[src/sv/cspb_pkg.sv]
// ============================================================================
// cspb_pkg: shared types and constants for the clipped sprite blitter
// Holds register indexes, field widths and the job format that the front end
// hands to the back end through the job queue.
// ============================================================================
package cspb_pkg;

    // Default page geometry.
    localparam int unsigned PAGE_WIDTH_DEF  = 320;
    localparam int unsigned PAGE_HEIGHT_DEF = 240;
    localparam int unsigned PAGE_PITCH_DEF  = 160;
    localparam int unsigned QUEUE_DEPTH_DEF = 4;

    // Field widths.
    localparam int unsigned BYTE_W   = 8;
    localparam int unsigned ORIGIN_W = 12;
    localparam int unsigned DIM_W    = 10;
    localparam int unsigned PIX_W    = 4;
    localparam int unsigned ADDR_W   = 16;
    localparam int unsigned COORD_W  = 11;   // page column or row, 0..2047
    localparam int unsigned LANES    = 4;    // pixels per byte at most
    localparam int unsigned CFG_IDX_W  = 3;
    localparam int unsigned CFG_DATA_W = 12;

    // Register indexes of the configuration port.
    typedef enum logic [CFG_IDX_W-1:0] {
        REG_ORIGIN_X     = 3'd0,
        REG_ORIGIN_Y     = 3'd1,
        REG_ART_WIDTH    = 3'd2,
        REG_ART_HEIGHT   = 3'd3,
        REG_TWO_BIT_MODE = 3'd4,
        REG_PALETTE_BASE = 3'd5
    } t_reg_idx;

    // One classified byte: which lanes write, their values and page columns,
    // and the byte address of the start of the page row.
    typedef struct packed {
        logic [LANES-1:0]              mask;
        logic [LANES-1:0][PIX_W-1:0]   val;
        logic [LANES-1:0][COORD_W-1:0] col;
        logic [ADDR_W-1:0]             base;
    } t_job;

endpackage

[src/sv/cspb_front.sv]
// ============================================================================
// cspb_front: configuration registers, art counters and pixel classification
// Unpacks each accepted byte into up to four pixels, drops transparent,
// padding and off-page pixels, and forms one job for the back end.
// ============================================================================
module cspb_front #(
    parameter int unsigned PAGE_WIDTH  = cspb_pkg::PAGE_WIDTH_DEF,
    parameter int unsigned PAGE_HEIGHT = cspb_pkg::PAGE_HEIGHT_DEF,
    parameter int unsigned PAGE_PITCH  = cspb_pkg::PAGE_PITCH_DEF
) (
    input  logic                            i_clk,
    input  logic                            i_rst_n,
    input  logic                            i_cfg_we,
    input  logic [cspb_pkg::CFG_IDX_W-1:0]  i_cfg_index,
    input  logic [cspb_pkg::CFG_DATA_W-1:0] i_cfg_data,
    input  logic                            i_take,
    input  logic [cspb_pkg::BYTE_W-1:0]     i_source_byte,
    output logic                            o_job_valid,
    output cspb_pkg::t_job                  o_job
);
    import cspb_pkg::*;

    localparam int unsigned SC_W   = 14;          // signed page coordinate
    localparam int unsigned PROD_W = 2 * COORD_W;

    logic [ORIGIN_W-1:0] r_origin_x, r_origin_y;
    logic [DIM_W-1:0]    r_art_width, r_art_height;
    logic                r_two_bit;
    logic [PIX_W-1:0]    r_pal_base;
    logic [DIM_W-1:0]    r_col, r_row, n_col, n_row;

    logic signed [SC_W-1:0] page_row;
    logic                   row_ok;
    logic [PROD_W-1:0]      row_prod;
    logic [COORD_W-1:0]     next_col, next_row;
    t_job                   job;

    always_ff @(posedge i_clk) begin
        if (!i_rst_n) begin
            r_origin_x   <= '0;
            r_origin_y   <= '0;
            r_art_width  <= '0;
            r_art_height <= '0;
            r_two_bit    <= 1'b0;
            r_pal_base   <= '0;
        end else if (i_cfg_we) begin
            case (t_reg_idx'(i_cfg_index))
                REG_ORIGIN_X:     r_origin_x   <= i_cfg_data[ORIGIN_W-1:0];
                REG_ORIGIN_Y:     r_origin_y   <= i_cfg_data[ORIGIN_W-1:0];
                REG_ART_WIDTH:    r_art_width  <= i_cfg_data[DIM_W-1:0];
                REG_ART_HEIGHT:   r_art_height <= i_cfg_data[DIM_W-1:0];
                REG_TWO_BIT_MODE: r_two_bit    <= i_cfg_data[0];
                REG_PALETTE_BASE: r_pal_base   <= i_cfg_data[PIX_W-1:0];
                default: ;
            endcase
        end
    end

    // Row classification and the byte address of the page row start.
    always_comb begin
        page_row = SC_W'($signed(r_origin_y)) + $signed({{(SC_W-DIM_W){1'b0}}, r_row});
        row_ok   = (r_row < r_art_height) && (page_row >= 0)
                   && (page_row < $signed(SC_W'(PAGE_HEIGHT)));
        row_prod = {{COORD_W{1'b0}}, page_row[COORD_W-1:0]} * PROD_W'(PAGE_PITCH);
    end

    // Per-lane unpacking and clipping.
    always_comb begin
        logic [COORD_W-1:0]     art_col;
        logic signed [SC_W-1:0] page_col;
        logic [1:0]             two;
        logic [PIX_W-1:0]       v;
        logic                   lane_on;
        job      = '0;
        job.base = row_prod[ADDR_W-1:0];
        for (int k = 0; k < LANES; k++) begin
            art_col  = {1'b0, r_col} + COORD_W'(k);
            page_col = SC_W'($signed(r_origin_x)) + $signed({3'b000, art_col});
            two      = i_source_byte[BYTE_W-2-2*k +: 2];
            if (r_two_bit) begin
                v       = r_pal_base + {2'b00, two} - PIX_W'(1);
                lane_on = (two != 2'b00);
            end else begin
                v       = (k == 0) ? i_source_byte[7:4] : i_source_byte[3:0];
                lane_on = (k < 2) && (v != '0);
            end
            job.val[k]  = v;
            job.col[k]  = page_col[COORD_W-1:0];
            job.mask[k] = lane_on && row_ok && (art_col < {1'b0, r_art_width})
                          && (page_col >= 0)
                          && (page_col < $signed(SC_W'(PAGE_WIDTH)));
        end
    end

    // Art position advance: column by 2 or 4, wrapping the row at the art end.
    always_comb begin
        next_col = {1'b0, r_col} + (r_two_bit ? COORD_W'(4) : COORD_W'(2));
        next_row = {1'b0, r_row} + COORD_W'(1);
        n_col    = next_col[DIM_W-1:0];
        n_row    = r_row;
        if (next_col >= {1'b0, r_art_width}) begin
            n_col = '0;
            n_row = (next_row >= {1'b0, r_art_height}) ? '0 : next_row[DIM_W-1:0];
        end
    end

    always_ff @(posedge i_clk) begin
        if (!i_rst_n) begin
            r_col <= '0;
            r_row <= '0;
        end else if (i_take) begin
            r_col <= n_col;
            r_row <= n_row;
        end
    end

    assign o_job       = job;
    assign o_job_valid = i_take && (job.mask != '0);

    assert property (@(posedge i_clk) disable iff (!i_rst_n)
        (r_art_width != '0) |-> (r_col < r_art_width || $past(i_cfg_we)
                                 || $past(!i_rst_n) || !$past(i_take)))
        else $error("column counter left the art row");

endmodule

[src/sv/cspb_queue.sv]
// ============================================================================
// cspb_queue: short job queue between front and back end
// Register-based circular buffer with an occupancy count.
// ============================================================================
module cspb_queue #(
    parameter int unsigned DEPTH = cspb_pkg::QUEUE_DEPTH_DEF
) (
    input  logic           i_clk,
    input  logic           i_rst_n,
    input  logic           i_push,
    input  cspb_pkg::t_job i_data,
    output logic           o_full,
    input  logic           i_pop,
    output logic           o_empty,
    output cspb_pkg::t_job o_data
);
    import cspb_pkg::*;

    localparam int unsigned PTR_W = (DEPTH > 1) ? $clog2(DEPTH) : 1;
    localparam int unsigned CNT_W = $clog2(DEPTH + 1);

    t_job             r_mem [DEPTH];
    logic [PTR_W-1:0] r_wp, r_rp;
    logic [CNT_W-1:0] r_count;
    logic             do_push, do_pop;

    assign o_full  = (r_count == CNT_W'(DEPTH));
    assign o_empty = (r_count == '0);
    assign do_push = i_push && !o_full;
    assign do_pop  = i_pop && !o_empty;
    assign o_data  = r_mem[r_rp];

    always_ff @(posedge i_clk) begin
        if (do_push) begin
            r_mem[r_wp] <= i_data;
        end
    end

    always_ff @(posedge i_clk) begin
        if (!i_rst_n) begin
            r_wp    <= '0;
            r_rp    <= '0;
            r_count <= '0;
        end else begin
            if (do_push) begin
                r_wp <= (r_wp == PTR_W'(DEPTH - 1)) ? '0 : r_wp + PTR_W'(1);
            end
            if (do_pop) begin
                r_rp <= (r_rp == PTR_W'(DEPTH - 1)) ? '0 : r_rp + PTR_W'(1);
            end
            if (do_push && !do_pop) begin
                r_count <= r_count + CNT_W'(1);
            end else if (do_pop && !do_push) begin
                r_count <= r_count - CNT_W'(1);
            end
        end
    end

    assert property (@(posedge i_clk) disable iff (!i_rst_n)
        r_count <= CNT_W'(DEPTH))
        else $error("job queue count overflow");

    assert property (@(posedge i_clk) disable iff (!i_rst_n)
        (do_push && !do_pop) |=> (r_count == $past(r_count) + CNT_W'(1)))
        else $error("job queue count missed a push");

endmodule

[src/sv/cspb_back.sv]
// ============================================================================
// cspb_back: nibble write sequencer
// Walks the write lanes of one job, lowest lane first, and loads one nibble
// write per cycle into the output register while it is empty or popped.
// ============================================================================
module cspb_back (
    input  logic                        i_clk,
    input  logic                        i_rst_n,
    input  logic                        i_q_empty,
    input  cspb_pkg::t_job              i_q_data,
    output logic                        o_q_pop,
    input  logic                        i_pop,
    output logic                        o_empty,
    output logic [cspb_pkg::ADDR_W-1:0] o_page_address,
    output logic                        o_high_nibble,
    output logic [cspb_pkg::PIX_W-1:0]  o_pixel_value,
    output logic                        o_last_of_run
);
    import cspb_pkg::*;

    t_job              r_job;
    logic [LANES-1:0]  n_mask;
    logic              r_out_valid;
    logic [ADDR_W-1:0] r_addr;
    logic              r_high;
    logic [PIX_W-1:0]  r_val;
    logic              r_last;

    logic [LANES-1:0]   sel, rest;
    logic [PIX_W-1:0]   sel_val;
    logic [COORD_W-1:0] sel_col;
    logic               can_emit, emit, take;

    // Lowest pending lane.
    always_comb begin
        sel     = '0;
        sel_val = '0;
        sel_col = '0;
        for (int k = LANES - 1; k >= 0; k--) begin
            if (r_job.mask[k]) begin
                sel     = LANES'(1) << k;
                sel_val = r_job.val[k];
                sel_col = r_job.col[k];
            end
        end
    end

    always_comb begin
        can_emit = !r_out_valid || i_pop;
        emit     = can_emit && (r_job.mask != '0);
        rest     = r_job.mask & ~sel;
        take     = (r_job.mask == '0) || (emit && rest == '0);
        o_q_pop  = take && !i_q_empty;
        n_mask   = emit ? rest : r_job.mask;
    end

    always_ff @(posedge i_clk) begin
        if (emit) begin
            r_addr <= r_job.base + ADDR_W'(sel_col[COORD_W-1:1]);
            r_high <= !sel_col[0];
            r_val  <= sel_val;
            r_last <= (rest == '0);
        end
    end

    // The job register: only its lane mask needs a reset value.
    always_ff @(posedge i_clk) begin
        if (!i_rst_n) begin
            r_job.mask  <= '0;
            r_out_valid <= 1'b0;
        end else begin
            r_job.mask <= o_q_pop ? i_q_data.mask : n_mask;
            if (o_q_pop) begin
                r_job.val  <= i_q_data.val;
                r_job.col  <= i_q_data.col;
                r_job.base <= i_q_data.base;
            end
            if (emit) begin
                r_out_valid <= 1'b1;
            end else if (i_pop) begin
                r_out_valid <= 1'b0;
            end
        end
    end

    assign o_empty        = !r_out_valid;
    assign o_page_address = r_addr;
    assign o_high_nibble  = r_high;
    assign o_pixel_value  = r_val;
    assign o_last_of_run  = r_last;

    assert property (@(posedge i_clk) disable iff (!i_rst_n)
        o_q_pop |-> (i_q_data.mask != '0))
        else $error("queued job carries no write");

    assert property (@(posedge i_clk) disable iff (!i_rst_n)
        (emit && !o_q_pop) |=>
            ($countones(r_job.mask) == $countones($past(r_job.mask)) - 1))
        else $error("lane walk did not retire exactly one lane");

endmodule

[src/sv/clipped_sprite_blit_4bpp_page_top.sv]
// ============================================================================
// clipped_sprite_blit_4bpp_page_top: transparent clipped sprite blitter
// Turns packed 4bpp or 2bpp artwork bytes into nibble writes on a 4-bit page.
// ============================================================================
//
//  Channel   Handshake                Payload
//  -------   ----------------------   ---------------------------------------
//  config    i_cfg_we                 i_cfg_index, i_cfg_data
//  source    push / full              i_source_byte
//  writes    pop / empty              o_page_address, o_high_nibble,
//                                     o_pixel_value, o_last_of_run
//
//  The front end takes one byte in every cycle that the job queue has room.
//  The back end issues one nibble write per cycle while the output is popped
//  or empty, one write for each nibble that a byte writes (one to four);
//  bytes with no write never enter the queue and only advance the art counters.
//  The output register is reloaded in the same cycle that its item is
//  popped, so a steady consumer sees one item per cycle while writes are waiting.
//  Reset is synchronous and active low; it clears the config registers and art
//  counters and empties the queue and output; the first byte may follow at once.
//
module clipped_sprite_blit_4bpp_page_top #(
    parameter int unsigned PAGE_WIDTH  = cspb_pkg::PAGE_WIDTH_DEF,
    parameter int unsigned PAGE_HEIGHT = cspb_pkg::PAGE_HEIGHT_DEF,
    parameter int unsigned PAGE_PITCH  = cspb_pkg::PAGE_PITCH_DEF,
    parameter int unsigned QUEUE_DEPTH = cspb_pkg::QUEUE_DEPTH_DEF
) (
    input  logic                            i_clk,
    input  logic                            i_rst_n,
    input  logic                            i_cfg_we,
    input  logic [cspb_pkg::CFG_IDX_W-1:0]  i_cfg_index,
    input  logic [cspb_pkg::CFG_DATA_W-1:0] i_cfg_data,
    input  logic                            push,
    output logic                            full,
    input  logic [cspb_pkg::BYTE_W-1:0]     i_source_byte,
    input  logic                            pop,
    output logic                            empty,
    output logic [cspb_pkg::ADDR_W-1:0]     o_page_address,
    output logic                            o_high_nibble,
    output logic [cspb_pkg::PIX_W-1:0]      o_pixel_value,
    output logic                            o_last_of_run
);
    import cspb_pkg::*;

    logic take;
    logic job_valid;
    t_job job_in;
    logic q_empty;
    t_job q_data;
    logic q_pop;

    // A byte is taken whenever the queue can hold its job; bytes that write
    // nothing only advance the art counters.
    assign take = push && !full;

    cspb_front #(
        .PAGE_WIDTH  (PAGE_WIDTH),
        .PAGE_HEIGHT (PAGE_HEIGHT),
        .PAGE_PITCH  (PAGE_PITCH)
    ) u_front (
        .i_clk         (i_clk),
        .i_rst_n       (i_rst_n),
        .i_cfg_we      (i_cfg_we),
        .i_cfg_index   (i_cfg_index),
        .i_cfg_data    (i_cfg_data),
        .i_take        (take),
        .i_source_byte (i_source_byte),
        .o_job_valid   (job_valid),
        .o_job         (job_in)
    );

    cspb_queue #(
        .DEPTH (QUEUE_DEPTH)
    ) u_queue (
        .i_clk   (i_clk),
        .i_rst_n (i_rst_n),
        .i_push  (job_valid),
        .i_data  (job_in),
        .o_full  (full),
        .i_pop   (q_pop),
        .o_empty (q_empty),
        .o_data  (q_data)
    );

    cspb_back u_back (
        .i_clk          (i_clk),
        .i_rst_n        (i_rst_n),
        .i_q_empty      (q_empty),
        .i_q_data       (q_data),
        .o_q_pop        (q_pop),
        .i_pop          (pop),
        .o_empty        (empty),
        .o_page_address (o_page_address),
        .o_high_nibble  (o_high_nibble),
        .o_pixel_value  (o_pixel_value),
        .o_last_of_run  (o_last_of_run)
    );

endmodule

[config.mk]
export PLATFORM = sky130hd
export DESIGN_NAME = clipped_sprite_blit_4bpp_page_top
export DESIGN_NICKNAME = d
export VERILOG_FILES = /design/src/sv/cspb_pkg.sv /design/src/sv/cspb_front.sv /design/src/sv/cspb_queue.sv /design/src/sv/cspb_back.sv /design/src/sv/clipped_sprite_blit_4bpp_page_top.sv
export SDC_FILE = /design/constraint.sdc
export NUM_CORES = 1
export LEC_CHECK = 0
export BUFFER_PORTS_ARGS = -buffer_cell sky130_fd_sc_hd__buf_2
export CAP_MARGIN = 20
export CELL_PAD_IN_SITES_DETAIL_PLACEMENT = 1
export CELL_PAD_IN_SITES_GLOBAL_PLACEMENT = 2
export CORE_UTILIZATION = 30
export DETAILED_ROUTE_END_ITERATION = 10
export HOLD_SLACK_MARGIN = 0.15
export PLACE_DENSITY_LB_ADDON = 0.05
export SLEW_MARGIN = 0
export SYNTH_ARGS = -nofsm -noshare
export SYNTH_HDL_FRONTEND = slang
export SYNTH_SLANG_ARGS = --single-unit
[constraint.sdc]
create_clock -name i_clk -period 6.2 [get_ports i_clk]
set_input_delay 1.24 -clock i_clk [delete_from_list [all_inputs] [get_ports i_clk]]
set_output_delay 1.24 -clock i_clk [all_outputs]
set_load 0.005 [all_outputs]
# After elaboration in Yosys (flattened, before gate mapping)
# Memory sizes are Yosys's and may differ from the RTL's. A register that Yosys moved wholly into a read port is not among the register bits.
# Cells that the tools add are included.
# word_totals
elab_cells	171
input_bits	28
output_inout_bits	24
reg_bits	179
mem_count	1
ramBits	300
# mem_list
name	depth	width	rd	rd_clocked_by_memory_dff	wr	line	source
u_queue.r_mem	4	75	1	1	1	cspb_queue.sv:22	t_job r_mem [DEPTH];
# op_classes
reduce_logical	58
multipliers	1
bitwise	2
n_lt_le_gt_ge	17
eq_ne	8
add_sub_neg	23
mux	35
# op_table
cell	n
>= comparator 13 x 1 -> 1 bit, second input constant	5
2-to-1 mux 4 bit	14
< comparator 13 x 10 -> 1 bit, second input constant	4
2-to-1 mux 11 bit	4
adder 12 x 12 -> 13 bit	3
< comparator 11 x 10 -> 1 bit	3
logical AND 1 bit	27
adder 12 x 11 -> 13 bit	2
adder 10 x 1 -> 11 bit, second input constant	2
adder 10 x 2 -> 11 bit, second input constant	2
>= comparator 11 x 10 -> 1 bit	2
< comparator 10 bit	2
2-to-1 mux 10 bit	2
adder 16 x 10 -> 16 bit	1
adder 4 x 2 -> 4 bit	4
AND reduction 2 bit	8
nonzero test 4 bit	4
subtractor 4 x 1 -> 4 bit, second input constant	4
nonzero test 2 bit	7
< comparator 13 x 9 -> 1 bit, second input constant	1
adder 10 x 11 -> 11 bit	1
multiplier 11 x 3 -> 11 bit, second input constant	1
equality test 3 bit, second input constant	3
2-to-1 mux 3 bit	3
other kinds (14)	35

# Longest topological paths before layout
# Gate-level depths: netlist of run 1.
# depth
word_depth	15
ltp_mapped	21
ltp_nobuf	19

# Hierarchy
# A second synthesis of run 1 with hierarchy kept.
# unflattened
hier_cells	1774
hier_area_um2	24280.8
# modules_own_cells
mod	instances	cells_each	seq_area_each_um2	area_per_inst_um2
cspb_queue	1	469	9789.4	12106.6
cspb_front	1	1017	1361.3	7966.4
cspb_back	1	287	3042.9	4194.0
clipped_sprite_blit_4bpp_page_top	1	1	0.0	13.8

# Least setup slack after synthesis of run 1
# OpenSTA, ideal clock, no wires.
# synth_timing
path_type	reg-to-reg
startpoint	register u_front.r_col[4]
endpoint	memory u_queue.r_mem[3][0] (netlist name) (enable)
path_stages_with_launch	16
period_less_slack_ns	5.483
n_path_buf	2
setup_ns	0.439
required_ns	5.761
setup_slack_ns	0.717
t_arrival_ns	5.044
path_cell_list	dfxtp_1 -> clkbuf_1 -> and3_1 -> and3_1 -> nand3_1 -> xnor2_1 -> ha_1 -> and3_1 -> a221oi_1 -> xnor2_1 -> a2111oi_0 -> o211ai_1 -> o21bai_2 -> o31a_1 -> buf_6 -> and2_1
# synth_rtl
item	line	source
from (decl)	cspb_front.sv:30	logic [DIM_W-1:0] r_col, r_row, n_col, n_row;
from (signal assigned)	cspb_front.sv:112	r_col <= n_col;
to (decl)	cspb_queue.sv:22	

==> summary.md, run 1 <==
| Metric | Value |
|---|---|
| Outcome | finished clean |
| Hold Path Sink | u_front.r_art_width[7]$_SDFFE_PN0P_ |
| Yosys reg bits | around 470 |
| Final-layout fill cell count | 7594 |
| Final Skew | 0.0204 ns |
| Pins over their slew limit | 0 |
| CTS tree | built |
| Tot Pwr | 9440 uW |
| Post-synth ARST share | 0% |
| Number of placed I/O pins | between 50 and 60 |
| Endpoints failing hold | 0 |
| Worst R2R End | u_queue.r_count[2]$_SDFFE_PN0P_ |
| Post-Layout Cell Count | approximately 2700 |
| Tightest Pin Transition | approximately 1.1 ns |
| Switching share of power | 29.1% |
| Power per cell area | 371 nW/um^2 |
| Min Tclk post-route | 5.48 ns |
| Part of the power in the clock network | between 30% and 40% |
| CTS Buf Count | 54 |
| RSZ-0062 raised after global routing | false |
| Grt ovf | 0 |
| Die width | between 200 and 300 um |
| Setup TNS | 0 ns |
| Leakage | 0.00926 uW |
| WL per Instance | around 23 um |
| Clk_lat worst skew | 0.62 ns |
| Met1 WL | between 30000 and 40000 um |
| Synth Area in Simple Gates | 7.68% |
| Sw Pwr | between 2000 and 3000 uW |
| Routed wl met2 | ~28000 um |
| Synth Area in Adders | roughly a tenth |
| Mapped Nets | 1822 |
| Site Rows | 99 |
| Yosys top cell area share | ~52% |
| Initial antenna violation count | 3 |
| Cts hold-fix bufs | 0 |
| Worst Hold Launch | u_front.r_art_width[7]$_SDFFE_PN0P_ |
| Normalized max-slew margin | 27.4% |
| Hpwl dp | around 45000 um |
| Mapped Cells | ~1600 |
| Vias in the first global route | roughly 14000 |
| Area Overhead vs Synth | 15.1% |
| Period utilization | between 80% and 90% |
| Tot GR Track Use | ~17% |
| Combinational share of power | between 20% and 30% |
| Peak Freq | between 0.15 and 0.2 GHz |
| Ys flop type | edfxtp_1 |
| Global-route wire length before repair | ~92000 um |
| Synth area leaders | edfxtp_1, ha_1, mux4_2, dfxtp_1, nand2_1 |
| Synth Area in Compound Gates | around 8.6% |
| Final setup viols | 0 |
| Yosys warns | 0 |
| Mapped Area | about 22000 um^2 |
| Combinational family with the most area after synthesis | adder cells |
| Largest net degree at the start of global routing | 74 |
| Max_cap viols | 0 |
| Total number of vias | between 10000 and 15000 |
| WS Path Type | register to register |
| Worst Setup End Kind | register |
| Avg Inst Size Synth | 13.6 um^2 |
| Internal | roughly 6700 uW |
| Post-Route Utilization | about a third |
| Die ar. | about 75000 um^2 |
| Post-synthesis sequential area ratio | 59.4% |
| Sequential power share | between 40% and 50% |
| # placed instances | around 2600 |
| Worst VDD drop | between 0.2 and 0.25 mV |
| Mux share of post-synthesis cell area | under 10% |
| Post-CTS Setup Inserts | 0 |
| GPL Wtd Cong | 0.752 |
| Worst Hold Depth | 2 |
| Proportion of layout cells with a drive suffix above 1 | 14.7% |
| Initial Util | between 30% and 40% |
| Post-Synth XOR/XNOR Area | under 10% |
| Port Buffer Count | 51 |
| DRC | 0 |
| Hold_ws | around 0.46 ns |
| Drt via density | about 4.8 |
| Critical Path RT | between 6 and 7 ns |
| Worst r2r path cells | 17 |
| Clock sink count | roughly 470 |
| Detailed Routing Iterations Pass 1 | 4 |
| Number of synthesized flops with an enable pin | between 300 and 400 |
| Met3 Wirelength | roughly 1600 um |
| Clock Tree Root | clkbuf_16 |
| Routed Antenna Nets | 0 |
| Top sig layer | met5 |
| # resized after CTS | 0 |
| Worst r2r src | u_front.r_col[1]$_SDFFE_PN0P_ |
| Core area | approximately 73000 um^2 |
| Worst-path clk slew | approximately 0.060 ns |
| R2r setup slk | just over 0.7 ns |
| Crit path launch type | register |
| Height of the die | about 270 um |
| Crit Path Max Fanout | 9 |
| Routed wire length | just over 60000 um |
| H-tree depth | 2 |
| Crit path arrival time | 6.02 ns |
| Hold Path Class | register to register |
| Cell taking the most area after synthesis | edfxtp_1 |
| Clock tree buffer depth | 3 |
| Cell variety after synth | 73 |
| Final nets | around 1900 |
| Initial DRC count | 723 |
## cells in the mapped netlist (22+ instances only)
cell / n
nor2b_1: 22
dfxtp_1: 82
o21ai_0: 42
nand2_1: 158
mux4_2: 73
nor2_1: 85
inv_1: 77
xor2_1: 32
clkbuf_1: 48
ha_1: 158
a21oi_1: 105
nand3_1: 31
edfxtp_1: 383
xnor2_1: 61
## through the flow
stage          setup WS (ns)  area [um^2]
2_1_floorplan          0.717        22100
3_3_place_gp           0.802        23700
3_5_place_dp           0.640        23700
4_1_cts                0.615        25500
5_1_grt                0.231        25500
6_report               0.722        25500
## critical path, cell delays in order (launching register included)
cell	delay [ns]
dfxtp_1	0.57
inv_1	0.26
ha_1	0.50
nor2b_1	0.10
o31ai_1	0.60
a311oi_1	0.19
a211oi_1	0.43
mux2i_1	0.24
o2111ai_1	0.12
nor3_1	0.51
o21bai_2	0.22
o31a_1	0.32
ha_1	0.26
inv_1	0.06
fa_1	0.37
xor2_1	0.17
or3_1	0.32
a21oi_1	0.14
## sequential cells by signal, indices dropped and copies added (netlist names), 3 cells and up, named ones only
register,cells
u_back.o_pixel_value,4
u_front.r_row,10
u_back.r_job,73
u_front.r_origin_y,12
u_back.o_page_address,16
u_front.r_art_width,10
u_front.r_pal_base,4
u_queue.r_mem,292
u_queue.r_count,3
u_front.r_col,9
u_front.r_origin_x,12
u_front.r_art_height,10
## cells in the final DEF, fill, tap and decap left out, types with 6 or more instances in the layout
cell and n:
a221o_1 10, a21oi_1 105, a22oi_1 14, dfxtp_1 80, ha_1 158, buf_4 25
o21bai_1 8, a2111oi_0 6, o21a_1 18, clkinv_1 8, o21ai_1 12, o211ai_1 11
or2_2 6, nand3_1 31, o21ai_0 42, mux4_2 73, a211oi_1 8, or3_1 7
mux2i_1 14, a21o_1 17, inv_1 76, nor2b_1 22, nand2_1 158, edfxtp_1 383
clkinv_2 8, nand2b_1 18, clkbuf_1 11, clkbuf_16 54, fa_1 13, xnor2_1 61
nor3_1 13, buf_2 51, nor2_1 83, xor2_1 32
## kinds of logic after synthesis
group           Yosys count
xor+xnor                 93
fa+ha+maj               172
buf+inv                 135
simple gates            373
mux                      88
other cells               1
compound gates          296
flops                   465
## final cells by class
cell class                 count  area (um^2)  share of cell area [%]
sequential                   465        13200                    51.6
multi-input combinational   1023         8490                    33.3
clock buffer                  70         1460                    5.74
tap                          959         1200                    4.71
timing repair buffer          82          571                    2.24
clock inverter                27          307                    1.20
inverter                      78          293                    1.15
antenna                        2         5.00                  0.0196
## power by group through the flow
stage	Clock [uW]	Sequential (uW)	Combinational (uW)
6_report	3200	4090	2160
5_1_grt	3420	4130	2390
4_1_cts	3310	4100	2250
3_5_place_dp	0	4160	2240
3_3_place_gp	0	4240	2140
2_1_floorplan	0	4090	1420
## how the worst max path moves through the flow
stage                                              from                               to
after floorplan           u_front.r_col[4]$_SDFFE_PN0P_    u_queue.r_mem[3][0]$_DFFE_PP_
after global placement    u_front.r_col[2]$_SDFFE_PN0P_  u_queue.r_count[2]$_SDFFE_PN0P_
after detailed placement  u_front.r_col[2]$_SDFFE_PN0P_  u_queue.r_count[2]$_SDFFE_PN0P_
after CTS                 u_front.r_col[2]$_SDFFE_PN0P_  u_queue.r_count[2]$_SDFFE_PN0P_
after global routing      u_front.r_col[1]$_SDFFE_PN0P_  u_queue.r_count[2]$_SDFFE_PN0P_
final                     u_front.r_col[1]$_SDFFE_PN0P_  u_queue.r_count[2]$_SDFFE_PN0P_
## per-layer routing
metal / GRT usage (%) / vias to the layer above
met2: 25.9 / 135
li1: - / 6251
met4: 4.16 / 2
met5: 0 / -
met3: 2.39 / 85
met1: 24.4 / 6572
Note: power is estimated with default switching activity, not from simulation.
==> inputs of run 2 (changes only) <==
==> constraint.sdc (replaced) <==
create_clock -name i_clk -period 6.7 [get_ports i_clk]
set_input_delay 1.34 -clock i_clk [delete_from_list [all_inputs] [get_ports i_clk]]
set_output_delay 1.34 -clock i_clk [all_outputs]
set_load 0.005 [all_outputs]
==> summary.md, run 2 (synthesized netlist as in run 1, its figures left out) <==
| Metric | Value |
|---|---|
| Outcome | finished clean |
| Worst R2R End | u_queue.r_count[2]$_SDFFE_PN0P_ |
| Endpoints failing hold | 0 (unchanged) |
| Final setup viols | 0 (unchanged) |
| Clk_lat worst skew | 0.61 ns (about the same) |
| Power per cell area | 341 nW/um^2 (-8.1%) |
| Tightest Pin Transition | 1.12 ns (+0.0282 ns) |
| Drt via density | 4.86 (+0.77%) |
| Launch point of the worst path | u_front.r_col[3]$_SDFFE_PN0P_ |
| Worst Hold Depth | 2 (unchanged) |
| GPL Wtd Cong | 0.731 (-2.8%) |
| Clock tree buffer depth | 3 (unchanged) |
| Tot Pwr | 8630 uW (-8.6%) |
| WS Path Type | register to register |
| Worst-path clk slew | 0.06 ns (about the same) |
| Routed Antenna Nets | 0 (unchanged) |
| Post-CTS Setup Inserts | 0 (unchanged) |
| Largest Register | u_queue.r_mem |
| Grt ovf | 0 (unchanged) |
| Max_cap viols | 0 (unchanged) |
| Clock sink count | 465 (unchanged) |
| Tot GR Track Use | 16.8% (+0.065 points) |
| Initial antenna violation count | 0 (-3) |
| Area Overhead vs Synth | 14.5% |
| WL per Instance | 22.9 um (-0.14%) |
| Post-Route Utilization | 34.7% (-0.20 points) |
| RSZ-0062 raised after global routing | false |
| Worst r2r path cells | 18 (+1) |
| Crit path arrival time | 6.07 ns (+0.05 ns) |
| Hpwl dp | 45200 um (+0.60%) |
| Global-route wire length before repair | 92200 um (+0.46%) |
| Cell area after layout | 25300 um^2 (-0.58%) |
| Vias in the first global route | 14000 (+1.6%) |
| Hold Path Class | register to register |
| Leakage | 0.00918 uW (-0.91%) |
| Normalized max-slew margin | 25.4% (-2.0 points) |
| Die ar. | 74800 um^2 (unchanged) |
| Peak Freq | 0.180 GHz (-1.3%) |
| Hold Path Sink | u_front.r_art_height[4]$_SDFFE_PN0P_ |
| Setup TNS | 0 ns (unchanged) |
| Pins over their slew limit | 0 (unchanged) |
| Detailed Routing Iterations Pass 1 | 5 (+1) |
| Worst Hold Launch | u_front.r_art_height[4]$_SDFFE_PN0P_ |
| Max reg flops | 292 (unchanged) |
| Site Rows | 99 (unchanged) |
| Cts hold-fix bufs | 0 (unchanged) |
| CTS Buf Count | 54 (unchanged) |
| Initial Util | 30.3% (unchanged) |
| Number of placed I/O pins | 52 (unchanged) |
| Final Skew | 0.0235 ns (+0.00311 ns) |
| Hold_ws | 0.456 ns (-0.0000980 ns) |
| Most frequent cells in the layout | edfxtp_1, nand2_1, ha_1 |
| Initial DRC count | 613 (-15%) |
| Core area | 73000 um^2 (unchanged) |
| Total number of vias | 13100 (+0.51%) |
| # resized after CTS | 0 (unchanged) |
| Largest net degree at the start of global routing | 74 (unchanged) |
| Routed wire length | 61700 um (-0.39%) |
| DRC | 0 (unchanged) |
| Commonest non-fill, non-tap cell in the layout | edfxtp_1 |
| CTS tree | built |
| Proportion of layout cells with a drive suffix above 1 | 14.1% (-0.58 points) |
| Worst VDD drop | 0.207 mV (-6.7%) |
| Crit path launch type | register |
| Port Buffer Count | 51 (unchanged) |
| Crit Path Max Fanout | 15 (+6) |
| Worst Setup End Kind | register |
| Min Tclk post-route | 5.55 ns (+0.0749 ns) |
| Clock Tree Root | clkbuf_16 |
| R2r setup slk | 1.15 ns (+0.43 ns) |
| Final nets | 1893 (-0.53%) |
| Die width | 274 um (unchanged) |
| Placed inst area | 23600 um^2 (-0.42%) |
| Period utilization | 82.9% (-5.5 points) |
| H-tree depth | 2 (unchanged) |
| Critical Path RT | 7.22 ns (+0.48 ns) |
| Height of the die | 274 um (unchanged) |
| Worst r2r src | u_front.r_col[3]$_SDFFE_PN0P_ |
run 2: how the worst max path moves through the flow:
stage | slack (ns) | end | depth (start not counted)
floorplan | 1.22 | u_queue.r_mem[3][0]$_DFFE_PP_ | 15
global placement | 1.22 | u_queue.r_count[2]$_SDFFE_PN0P_ | 17
detailed placement | 1.08 | u_queue.r_count[2]$_SDFFE_PN0P_ | 17
CTS | 1.04 | u_queue.r_count[2]$_SDFFE_PN0P_ | 17
global route | 0.66 | u_queue.r_count[2]$_SDFFE_PN0P_ | 17
finish | 1.15 | u_queue.r_count[2]$_SDFFE_PN0P_ | 18
run 2: through the flow:
step | worst slack [ns] | cells
after floorplan | 1.22 | 1623
after global placement | 1.22 | 2596
after detailed placement | 1.08 | 2597
after CTS | 1.04 | 2698
after global routing | 0.664 | 2698
final | 1.15 | 2699
run 2: metal layers:
metal,share of wire [%],GRT usage (%),wire length [um]
met3,2.2,2.07,1360
met1,51,25.2,31700
met4,1.4,3.31,891
met2,45,25.8,27800
met5,0,0,0
run 2: report_power, final:
group / total [uW] / switching [uW] / internal [uW]
Clock: 2850 / 1220 / 1630
Sequential: 3810 / 191 / 3620
Combinational: 1970 / 1140 / 828
run 2: area by class of cell:
| class | instances | area (um^2) |
|---|---|---|
| Tap cell | 959 | 1200 |
| Antenna cell | 1 | 2.50 |
| Clock buffer | 69 | 1430 |
| Clock inverter | 32 | 293 |
| Fill cell | 7626 | 47600 |
| Timing Repair Buffer | 72 | 470 |
| Sequential cell | 465 | 13200 |
| Inverter | 78 | 293 |
| Multi-Input combinational cell | 1023 | 8490 |
run 2: worst max-delay path: stages, from the launching register on:
cell and delay, ns:
dfxtp_1 0.69, nand3_1 0.43, xnor2_1 0.36, ha_1 0.33
a21oi_1 0.22, nor3b_1 0.27, o21ai_1 0.14, a221oi_1 0.33
xnor2_1 0.21, a2111oi_0 0.39, o211ai_1 0.21, o21bai_2 0.17
o31a_1 0.37, ha_1 0.27, inv_1 0.06, fa_1 0.38
xor2_1 0.18, or3_1 0.31, a21oi_1 0.14
